==> config.mk <==
export PLATFORM = sky130hd
export DESIGN_NAME = ssd_sqrt
export DESIGN_NICKNAME = d
export VERILOG_FILES = /design/src/rtl/ssd_sqrt.sv
export SDC_FILE = /design/constraint.sdc
export NUM_CORES = 2
export LEC_CHECK = 0
export ABC_AREA = 0
export BUFFER_PORTS_ARGS = -buffer_cell sky130_fd_sc_hd__buf_2
export CAP_MARGIN = 20
export CORE_ASPECT_RATIO = 0.8
export CORE_MARGIN = 2
export CORE_UTILIZATION = 50
export CTS_CLUSTER_SIZE = 30
export DETAILED_ROUTE_END_ITERATION = 16
export GPL_TIMING_DRIVEN = 0
export PLACE_DENSITY = 0.71
export SLEW_MARGIN = 30
export SYNTH_ARGS = -nofsm -noshare
export SYNTH_HDL_FRONTEND = slang
export SYNTH_SLANG_ARGS = --single-unit
==> constraint.sdc <==
create_clock -name clk -period 4.6 [get_ports clk]
set_input_delay 0.92 -clock clk [delete_from_list [all_inputs] [get_ports clk]]
set_output_delay 0.92 -clock clk [all_outputs]
set_load 0.01 [all_outputs]
==> src/rtl/ssd_sqrt.sv <==
// Pipelined integer square root, two radicand bits per stage.
`timescale 1ns / 1ps

module ssd_sqrt #(
    parameter int XW = 56
) (
    input  logic              clk,
    input  logic              en,
    input  logic [XW-1:0]     x,
    output logic [XW/2-1:0]   root
);

    localparam int RW  = XW / 2;
    localparam int RMW = RW + 3;

    logic [XW-1:0]  x_reg    [RW];
    logic [RMW-1:0] rem_reg  [RW];
    logic [RW-1:0]  root_reg [RW];

    for (genvar k = 0; k < RW; k++)
    begin : g_stage
        logic [XW-1:0]  xi;
        logic [RMW-1:0] remi;
        logic [RW-1:0]  rooti;
        logic [RMW-1:0] rem2;
        logic [RMW-1:0] trial;
        logic           ge;

        if (k == 0)
        begin : g_first
            assign xi    = x;
            assign remi  = '0;
            assign rooti = '0;
        end
        else
        begin : g_next
            assign xi    = x_reg[k-1];
            assign remi  = rem_reg[k-1];
            assign rooti = root_reg[k-1];
        end

        assign rem2  = {remi[RMW-3:0], xi[XW-1:XW-2]};
        assign trial = RMW'({rooti, 2'b01});
        assign ge    = (rem2 >= trial);

        always_ff @(posedge clk)
        begin
            if (en)
            begin
                x_reg[k]    <= {xi[XW-3:0], 2'b00};
                rem_reg[k]  <= ge ? (rem2 - trial) : rem2;
                root_reg[k] <= {rooti[RW-2:0], ge};
            end
        end
    end

    assign root = root_reg[RW-1];

endmodule

==> flow_summary.yaml <==
cts:
  cts_setup_buffers: 0
  path_clk_slew_ns: 0.06
  clock-root-buffer: "clkbuf_16"
  numCtsBuffers: 188
  clock-sinks: 1904
  cts_max_level: 4
  clockBufferDepth: 3
  cts_tree: "built"
  clock_latency_ns: 0.83
timing:
  tightest_slew_ns: 1.17
  finalHoldViolCount: 0
  hold_slack_ns: 0.258
  fmax_mhz: 231
  drv_slew: 0
  setup_viol_count_final: 0
  fin_ws_ns: 0.264
  min_period_ns: 4.34
  fin_crit_sh_pct: 94.3
  max_slew_margin_pct: 21.8
  fin_skew_ns: 0.0558
  finalSetupTns_ns: 0
  rsz0062_at_grt: "false"
grt:
  overflow: 0
  grt_max_degree: 142
  groute.usage.overall_pct: 19.5
  grt_pass1_wl_mm: 286
  grt_pass1_vias: 52373
  antenna_found_initial: 4
placed_design:
  port-buffer-count: 85
  place_congestion: 0.903
  hpwl_mm: 130
  dp_slack_ns: 0.0418
worst_setup_path:
  critPathLaunchType: "register"
  crit_top_cell: "clkbuf_1"
  crit_family: "buffers and inverters"
  critPathRequiredTime_ns: 5.10
  slowest_stage: "or4_1"
  end_kind: "register"
  path_max_fanout: 10
  crit_arrival_ns: 4.84
  crit_path_cell_trace: "ha_1, clkbuf_1, and4_1, nand3_1, or4_1, nand4_1, o21bai_2, clkbuf_1, buf_1, a21oi_1"
  cp_num_buf_inv: 3
  crit_type: "reg2reg"
  max_stage_delay_ns: 0.70
yosys:
  yosysUniqueCellTypes: 93
  ys_async_sr_fraction_pct: 0
  yosysSeqAreaShare_pct: 63.6
  synth_top_area_cell: "edfxtp_1"
  syn_nets: 7509
  synthTopCellsByArea: "edfxtp_1 (64%), ha_1 (6.1%), xor2_1 (3.0%), xnor2_1 (2.8%), a21oi_1 (2.4%)"
  synth_cells: 7015
  synth.top_cell.area_share_pct: 63.6
  synth.top_cells.by_count: "edfxtp_1 (1904), inv_1 (562), nand2_1 (457), ha_1 (436), a21oi_1 (430)"
  synth_ff_type: "edfxtp_1"
  synth.most_common_cell: "edfxtp_1"
  syn_area_sq_mm: 0.0898
  ys_ff_latch: 1904
  yosys_warnings: 0
  syn-mean-instance-area_sq_um: 12.8
  synth_enable_flop_cells: 1904
cells_and_area:
  largest_register_ffs: 756
  areaGrowthSynthToFinish_pct: 11.4
  final_core_utilization_pct: 55.9
  multiInputGateArea_sq_mm: 0.0300
  drive_above_1_share_pct: 7.69
  seqCellArea_sq_mm: 0.0572
  fillers: 14499
  fin_nets: 7799
routing:
  ant_nets: 0
  finalWirelength_mm: 180
  viasPerCell: 5.57
  post_drt_wl_per_cell_um: 18.3
  drcViolationCount: 0
  dr.first_iter.drc_count: 4927
  drt-pass1-iter-count: 8
  vias: 54843
floorplanning:
  ioPinCount: 86
  die_w_um: 478
  die_h_um: 383
  coreArea_sq_mm: 0.179
  dieArea_sq_mm: 0.183
  rows: 139
  initial_utilization_pct: 50.2
min_path:
  min_path_type: "in2reg"
power:
  pwr-share-clk_pct: 31.9
  power-per-cell-area_mw_per_mm2: 486
  p_comb_share_pct: 20.3
  p_sw_share_pct: 28.6
  intPower_w: 0.0347
  peakVddDrop_mv: 0.390
  power_w: 0.0486
  net-switching-power_w: 0.0139
  p_seq_share_pct: 47.8
  leakagePower_nw: 38.1
run:
  maxCapViolCount: 0
run_status:
  status: "completed"
-- cell usage in the layout (no fill, tap or decap), types with 179 or more instances in the layout --
cell type | Yosys | layout
a21o_1 | 179 | 179
a21oi_1 | 430 | 430
clkbuf_16 | 0 | 188
edfxtp_1 | 1904 | 1904
ha_1 | 436 | 436
inv_1 | 562 | 562
nand2_1 | 457 | 457
nor2_1 | 410 | 409
o21ai_0 | 378 | 378
xnor2_1 | 288 | 288
xor2_1 | 304 | 304
-- layer usage --
metal  wire length (um)  vias to the layer above  global-route usage [%]
li1                   -                    26697                       -
met1              84100                    26457                    28.3
met2              81500                     1395                    30.1
met3              10900                      292                    3.66
met4               3990                        2                    5.02
met5                  8                        -                       0
-- kinds of logic after synthesis --
family                   synth area share, %
other                                0.00417
buffers and inverters                   3.02
AO/OA/AOI/OAI                           10.1
adder cells (fa/ha/maj)                 6.07
multiplexers                            1.03
flip-flops                              63.6
XOR/XNOR                                5.79
AND/OR/NAND/NOR                         10.3
-- per-stage QoR --
stage | std cells | area, sq um
after floorplan | 7015 | 89800
after global placement | 9497 | 93300
after CTS | 9850 | 100000
after detailed placement | 9512 | 93700
final | 9852 | 100000
after global routing | 9851 | 100000
-- power by group through the flow --
stage | combinational [W] | sequential (W) | clock [W]
2_1_floorplan | 0.00721 | 0.0230 | 0
5_1_grt | 0.0110 | 0.0234 | 0.0167
3_5_place_dp | 0.00971 | 0.0236 | 0
4_1_cts | 0.00979 | 0.0232 | 0.0160
3_3_place_gp | 0.00956 | 0.0246 | 0
6_report | 0.00985 | 0.0232 | 0.0155
-- path summary, 6_finish.rpt --
check | cells past startpoint | startpoint | end | slack [ns]
setup / recovery | 10 | rem_reg[1][77] | rem_reg[1][107] | 0.26
hold / removal | 1 | x[48] | x_reg[0][48] | 0.26
setup reg to reg | 10 | rem_reg[1][77] | rem_reg[1][107] | 0.26
hold reg to reg | 0 | x_reg[1][370] | x_reg[1][426] | 0.40
-- area by class of cell --
type | instances | area share [%]
diodes | 2 | 0.00500
flip-flops and latches | 1904 | 57.2
multi-input cells | 4396 | 30.0
repair buffers | 100 | 0.853
well taps | 2397 | 3.00
plain buffers | 149 | 0.593
clock inverters | 128 | 1.50
inverters | 566 | 2.12
clock buffers | 210 | 4.79
-- timing repair --
| item | CTS | global route |
|---|---|---|
| hold buffers | 0 | 0 |
| endpoints found under the setup margin | 0 | 20 |
| gates resized for setup | 0 | 4 |
No activity file was read; power rests on OpenSTA's default activity.
