==> src/rtl/ssd_pkg.sv <==
// Shared constants for the segment-segment distance datapath.
`timescale 1ns / 1ps

package ssd_pkg;

    // fraction bits of the clamped segment parameters sc and tc
    localparam int PFRAC = 32;

    // limb width used to split wide multiplies into partial products
    localparam int MUL_LIMB = 24;

    // register stages through one split multiplier
    localparam int MUL_LAT = 3;

    // width of the parallel limit register
    localparam int LIMIT_W = 32;

endpackage

==> src/rtl/ssd_mul.sv <==
// Signed multiplier split into limb partial products over three stages.
`timescale 1ns / 1ps

module ssd_mul #(
    parameter int AW = 25,
    parameter int BW = 25
) (
    input  logic                    clk,
    input  logic                    en,
    input  logic signed [AW-1:0]    a,
    input  logic signed [BW-1:0]    b,
    output logic signed [AW+BW-1:0] p
);

    localparam int L   = ssd_pkg::MUL_LIMB;
    localparam int KA  = (AW + L - 1) / L;
    localparam int KB  = (BW + L - 1) / L;
    localparam int EAW = KA * L;
    localparam int EBW = KB * L;
    localparam int PPW = 2 * L + 2;
    localparam int SW  = EAW + EBW;

    logic signed [EAW-1:0] ax;
    logic signed [EBW-1:0] bx;
    logic signed [L:0]     al [KA];
    logic signed [L:0]     bl [KB];

    logic signed [PPW-1:0] pp_reg [KA][KB];
    logic signed [SW-1:0]  row_next [KA];
    logic signed [SW-1:0]  row_reg [KA];
    logic signed [SW-1:0]  sum_next;
    logic signed [SW-1:0]  sum_reg;

    assign ax = EAW'(a);
    assign bx = EBW'(b);

    // lower limbs are unsigned, the top limb carries the sign
    for (genvar i = 0; i < KA; i++)
    begin : g_al
        if (i == KA - 1)
        begin : g_top
            assign al[i] = $signed({ax[EAW-1], ax[i*L +: L]});
        end
        else
        begin : g_low
            assign al[i] = $signed({1'b0, ax[i*L +: L]});
        end
    end

    for (genvar j = 0; j < KB; j++)
    begin : g_bl
        if (j == KB - 1)
        begin : g_top
            assign bl[j] = $signed({bx[EBW-1], bx[j*L +: L]});
        end
        else
        begin : g_low
            assign bl[j] = $signed({1'b0, bx[j*L +: L]});
        end
    end

    always_comb
    begin
        for (int i = 0; i < KA; i++)
        begin
            row_next[i] = '0;
            for (int j = 0; j < KB; j++)
            begin
                row_next[i] = row_next[i] + (SW'(pp_reg[i][j]) <<< (j * L));
            end
        end
    end

    always_comb
    begin
        sum_next = '0;
        for (int i = 0; i < KA; i++)
        begin
            sum_next = sum_next + (row_reg[i] <<< (i * L));
        end
    end

    always_ff @(posedge clk)
    begin
        if (en)
        begin
            for (int i = 0; i < KA; i++)
            begin
                for (int j = 0; j < KB; j++)
                begin
                    pp_reg[i][j] <= al[i] * bl[j];
                end
                row_reg[i] <= row_next[i];
            end
            sum_reg <= sum_next;
        end
    end

    assign p = sum_reg[AW+BW-1:0];

endmodule

==> config.mk <==
export PLATFORM = sky130hd
export DESIGN_NAME = ssd_mul
export DESIGN_NICKNAME = d
export VERILOG_FILES = /design/src/rtl/ssd_pkg.sv /design/src/rtl/ssd_mul.sv
export SDC_FILE = /design/constraint.sdc
export NUM_CORES = 2
export LEC_CHECK = 0
export ABC_AREA = 1
export BUFFER_PORTS_ARGS = -buffer_cell sky130_fd_sc_hd__buf_2
export CORE_MARGIN = 2
export CORE_UTILIZATION = 50
export DETAILED_ROUTE_END_ITERATION = 10
export GPL_TIMING_DRIVEN = 0
export PLACE_DENSITY = 0.66
export SKIP_LAST_GASP = 1
export SLEW_MARGIN = 20
export SYNTH_ARGS = -nofsm -noshare
export SYNTH_HDL_FRONTEND = slang
export SYNTH_SLANG_ARGS = --single-unit
==> constraint.sdc <==
create_clock -name clk -period 9.23 [get_ports clk]
set_input_delay 1.3845 -clock clk [delete_from_list [all_inputs] [get_ports clk]]
set_output_delay 1.3845 -clock clk [all_outputs]
set_load 0.005 [all_outputs]
==> key figures <==
Timing
  – RSZ-0062 raised after global routing: false
  – Fmax: 115 MHz
  – Worst Max-Slew Pin Slew: 1.07 ns
  – Tcrit/Tclk final: 0.941
  – Final min period: ~8.7 ns
  – Final Max Slew Viols: 0
  – # setup viols final: 0
  – Setup TNS: 0 ns
  – Fin Clk Skew: 0.0203 ns
  – Relative slew margins: 0.285
  – Final Hold Fails: 0

Worst setup path
  – CP Capture Type: flip-flop
  – Slowest stage delay, CP: 0.77 ns
  – Startpoint types: input pin
  – WP buf/inv: 7
  – Worst EP required: 9.42 ns
  – Critical path class: input pin to flip-flop
  – CP Max Fanout: 10
  – Worst EP arrival: 8.87 ns
  – Crit path top cell by count: fa_1
  – Crit-path leading delay family: adder cells
  – Slowest-stage cell, CP: clkbuf_1

Final layout
  – Final instance area: 0.0342 mm2
  – Largest register FFs: 102
  – Filler Cells Inserted: 6,058
  – Commonest non-fill, non-tap cell in the layout: nand2_1
  – Final Util: 0.541
  – Area Growth Syn to Fin: 6.65%
  – Final nets: 4,829
  – Commonest cells after routing, fill and taps aside: 1,142 x nand2_1, 1,100 x inv_1, 484 x fa_1, 228 x edfxtp_1, 226 x ha_1
  – Layout cells sized above 1: 0.0323
  – Multi-input gate area: 0.0204 mm2
  – Area occupied by registers: 0.00685 mm2

Clock network
  – Post-CTS Setup Inserts: 0
  – Clk_lat worst skew: approximately 0.52 ns
  – CTS Buf Count: 22
  – CTS tree: done
  – Max Root-Sink Buffers: 3
  – CTS root buf: clkbuf_16
  – Post-CTS Hold Fix Bufs: 0
  – H-tree depth: 1
  – # resized after CTS: 0
  – Reg clk slew, reported paths: around 0.06 ns
  – Clock sinks: 228

Hold path
  – Worst Hold Class: flip-flop to flip-flop

Synthesis
  – Ys async rst share: 0
  – Netlist Area Pre-Place: 0.0320 mm2
  – Yosys Warn Count: 0
  – Mapped Cells: 3,988
  – Syn Nets: 4,750
  – Sequential area share after synthesis: 0.214
  – Yosys reg bits: 228
  – Number of synthesized flops with an enable pin: 228
  – Dominant synthesized flop cell: edfxtp_1
  – Largest cells by area after synthesis: fa_1 30%, edfxtp_1 21%, nand2_1 13%, inv_1 13%, ha_1 8.8%
  – Synth top area share: 0.302
  – Synth area leader: fa_1
  – Unique masters post-synth: 40
  – Mean Syn Cell Area: 8.03 um2

GRT
  – First-pass GRT wire length: 150,000 um
  – Grt total ovfl: 0
  – GR Util All Layers: 0.305
  – Largest net degree at the start of global routing: 107
  – Vias in the first global route: 25,600
  – Initial antenna violation count: 8

Routing
  – Vias: around 26,000
  – Via-to-Cell Ratio: 5.19
  – DRC Markers: 0
  – DRT met1 WL: 38,100 um
  – WL/cell: 20.1 um
  – Met2 routed WL: 46,600 um
  – WL met3: 7200 um
  – Final ANT Viol Nets: 0
  – DRT Wirelength: 98,900 um
  – Pre-Repair DR Iteration Count: 6
  – Highest Signal Layer: met5
  – Number of DRC markers in iteration 0: about 2,100

Placed design
  – DP Area: 0.0334 mm2
  – Placer Congestion: 1.00
  – PortBufs: 53
  – Detailed Place HPWL: just over 80,000 um

Die
  – Die width: about 260 um
  – Initial core utilization: 0.507
  – Boundary Pins: 102
  – Row Count: 92
  – Die area: between 0.06 and 0.07 mm2
  – Die Y: 257 um
  – Core footprint: 0.0632 mm2

Job
  – Max-cap violations: 0

Status
  – Outcome: complete, no violations
## cell families (layout without fill, tap and decap cells)
kind of cell               Yosys count  in the layout  share of synthesized area
adders and majority gates          710            710                      0.391
other                                1              2                   0.000117
xor gates and xnor gates           101            101                     0.0276
DFF                                228            228                      0.214
buffers and inverters             1255           1350                      0.148
AOI/OAI and AO/OA                  156            156                     0.0263
and+or+nand+nor                   1537           1537                      0.193
## worst register-to-register path, cell delays in order (launching register included)
cell      delay [ns]
edfxtp_1        0.43
ha_1            0.25
inv_1           0.08
fa_1            0.44
o21ai_0         0.46
nand2_1         0.09
nand2_1         0.18
a21oi_1         0.12
xnor2_1         0.38
## metal layers
metal / global-route usage / vias up
met3: 0.0351 / 283
met4: 0.178 / 4
met1: 0.387 / 12500
met2: 0.505 / 1061
met5: 0 / -
li1: - / 11800
## path summary, 6_finish.rpt
path / depth (start not counted) / to / slack (ns) / start
setup reg to reg: 8 / row_reg[0][40] / 6.59 / pp_reg[0][74]
setup / recovery: 25 / pp_reg[0][92] / 0.55 / a[19]
hold / removal: 0 / sum_reg[13] / 0.41 / row_reg[0][13]
hold reg to reg: 0 / sum_reg[13] / 0.41 / row_reg[0][13]
## cell type report
class	instances	area share
clock buffer	27	0.0173
antenna	1	0.0000732
sequential	228	0.200
buffer	149	0.0172
tap	846	0.0310
inverter	1106	0.122
multi-input combinational	2505	0.598
clock inverter	13	0.00432
timing repair buffer	55	0.00967
## stage by stage
stage	cells	hold WS [ns]	setup WS [ns]
finish	4930	0.411	0.546
global route	4929	0.422	0.440
global placement	4887	0.402	0.136
CTS	4929	0.414	0.641
detailed placement	4889	0.405	0.111
floorplan	3988	0.400	2.07
## synth_stat cells (7+ instances only)
| cell type | instances |
|---|---|
| a21oi_1 | 92 |
| a31oi_1 | 7 |
| clkbuf_1 | 137 |
| edfxtp_1 | 228 |
| fa_1 | 484 |
| ha_1 | 226 |
| inv_1 | 1100 |
| nand2_1 | 1142 |
| nand3_1 | 84 |
| nand4_1 | 39 |
| nor2_1 | 204 |
| nor3_1 | 27 |
| o21a_1 | 7 |
| o21ai_0 | 35 |
| o21bai_1 | 11 |
| xnor2_1 | 37 |
| xor2_1 | 64 |
Power is not shown: default switching activity piles up to over one toggle a cycle in this logic, so the estimate is an artifact.
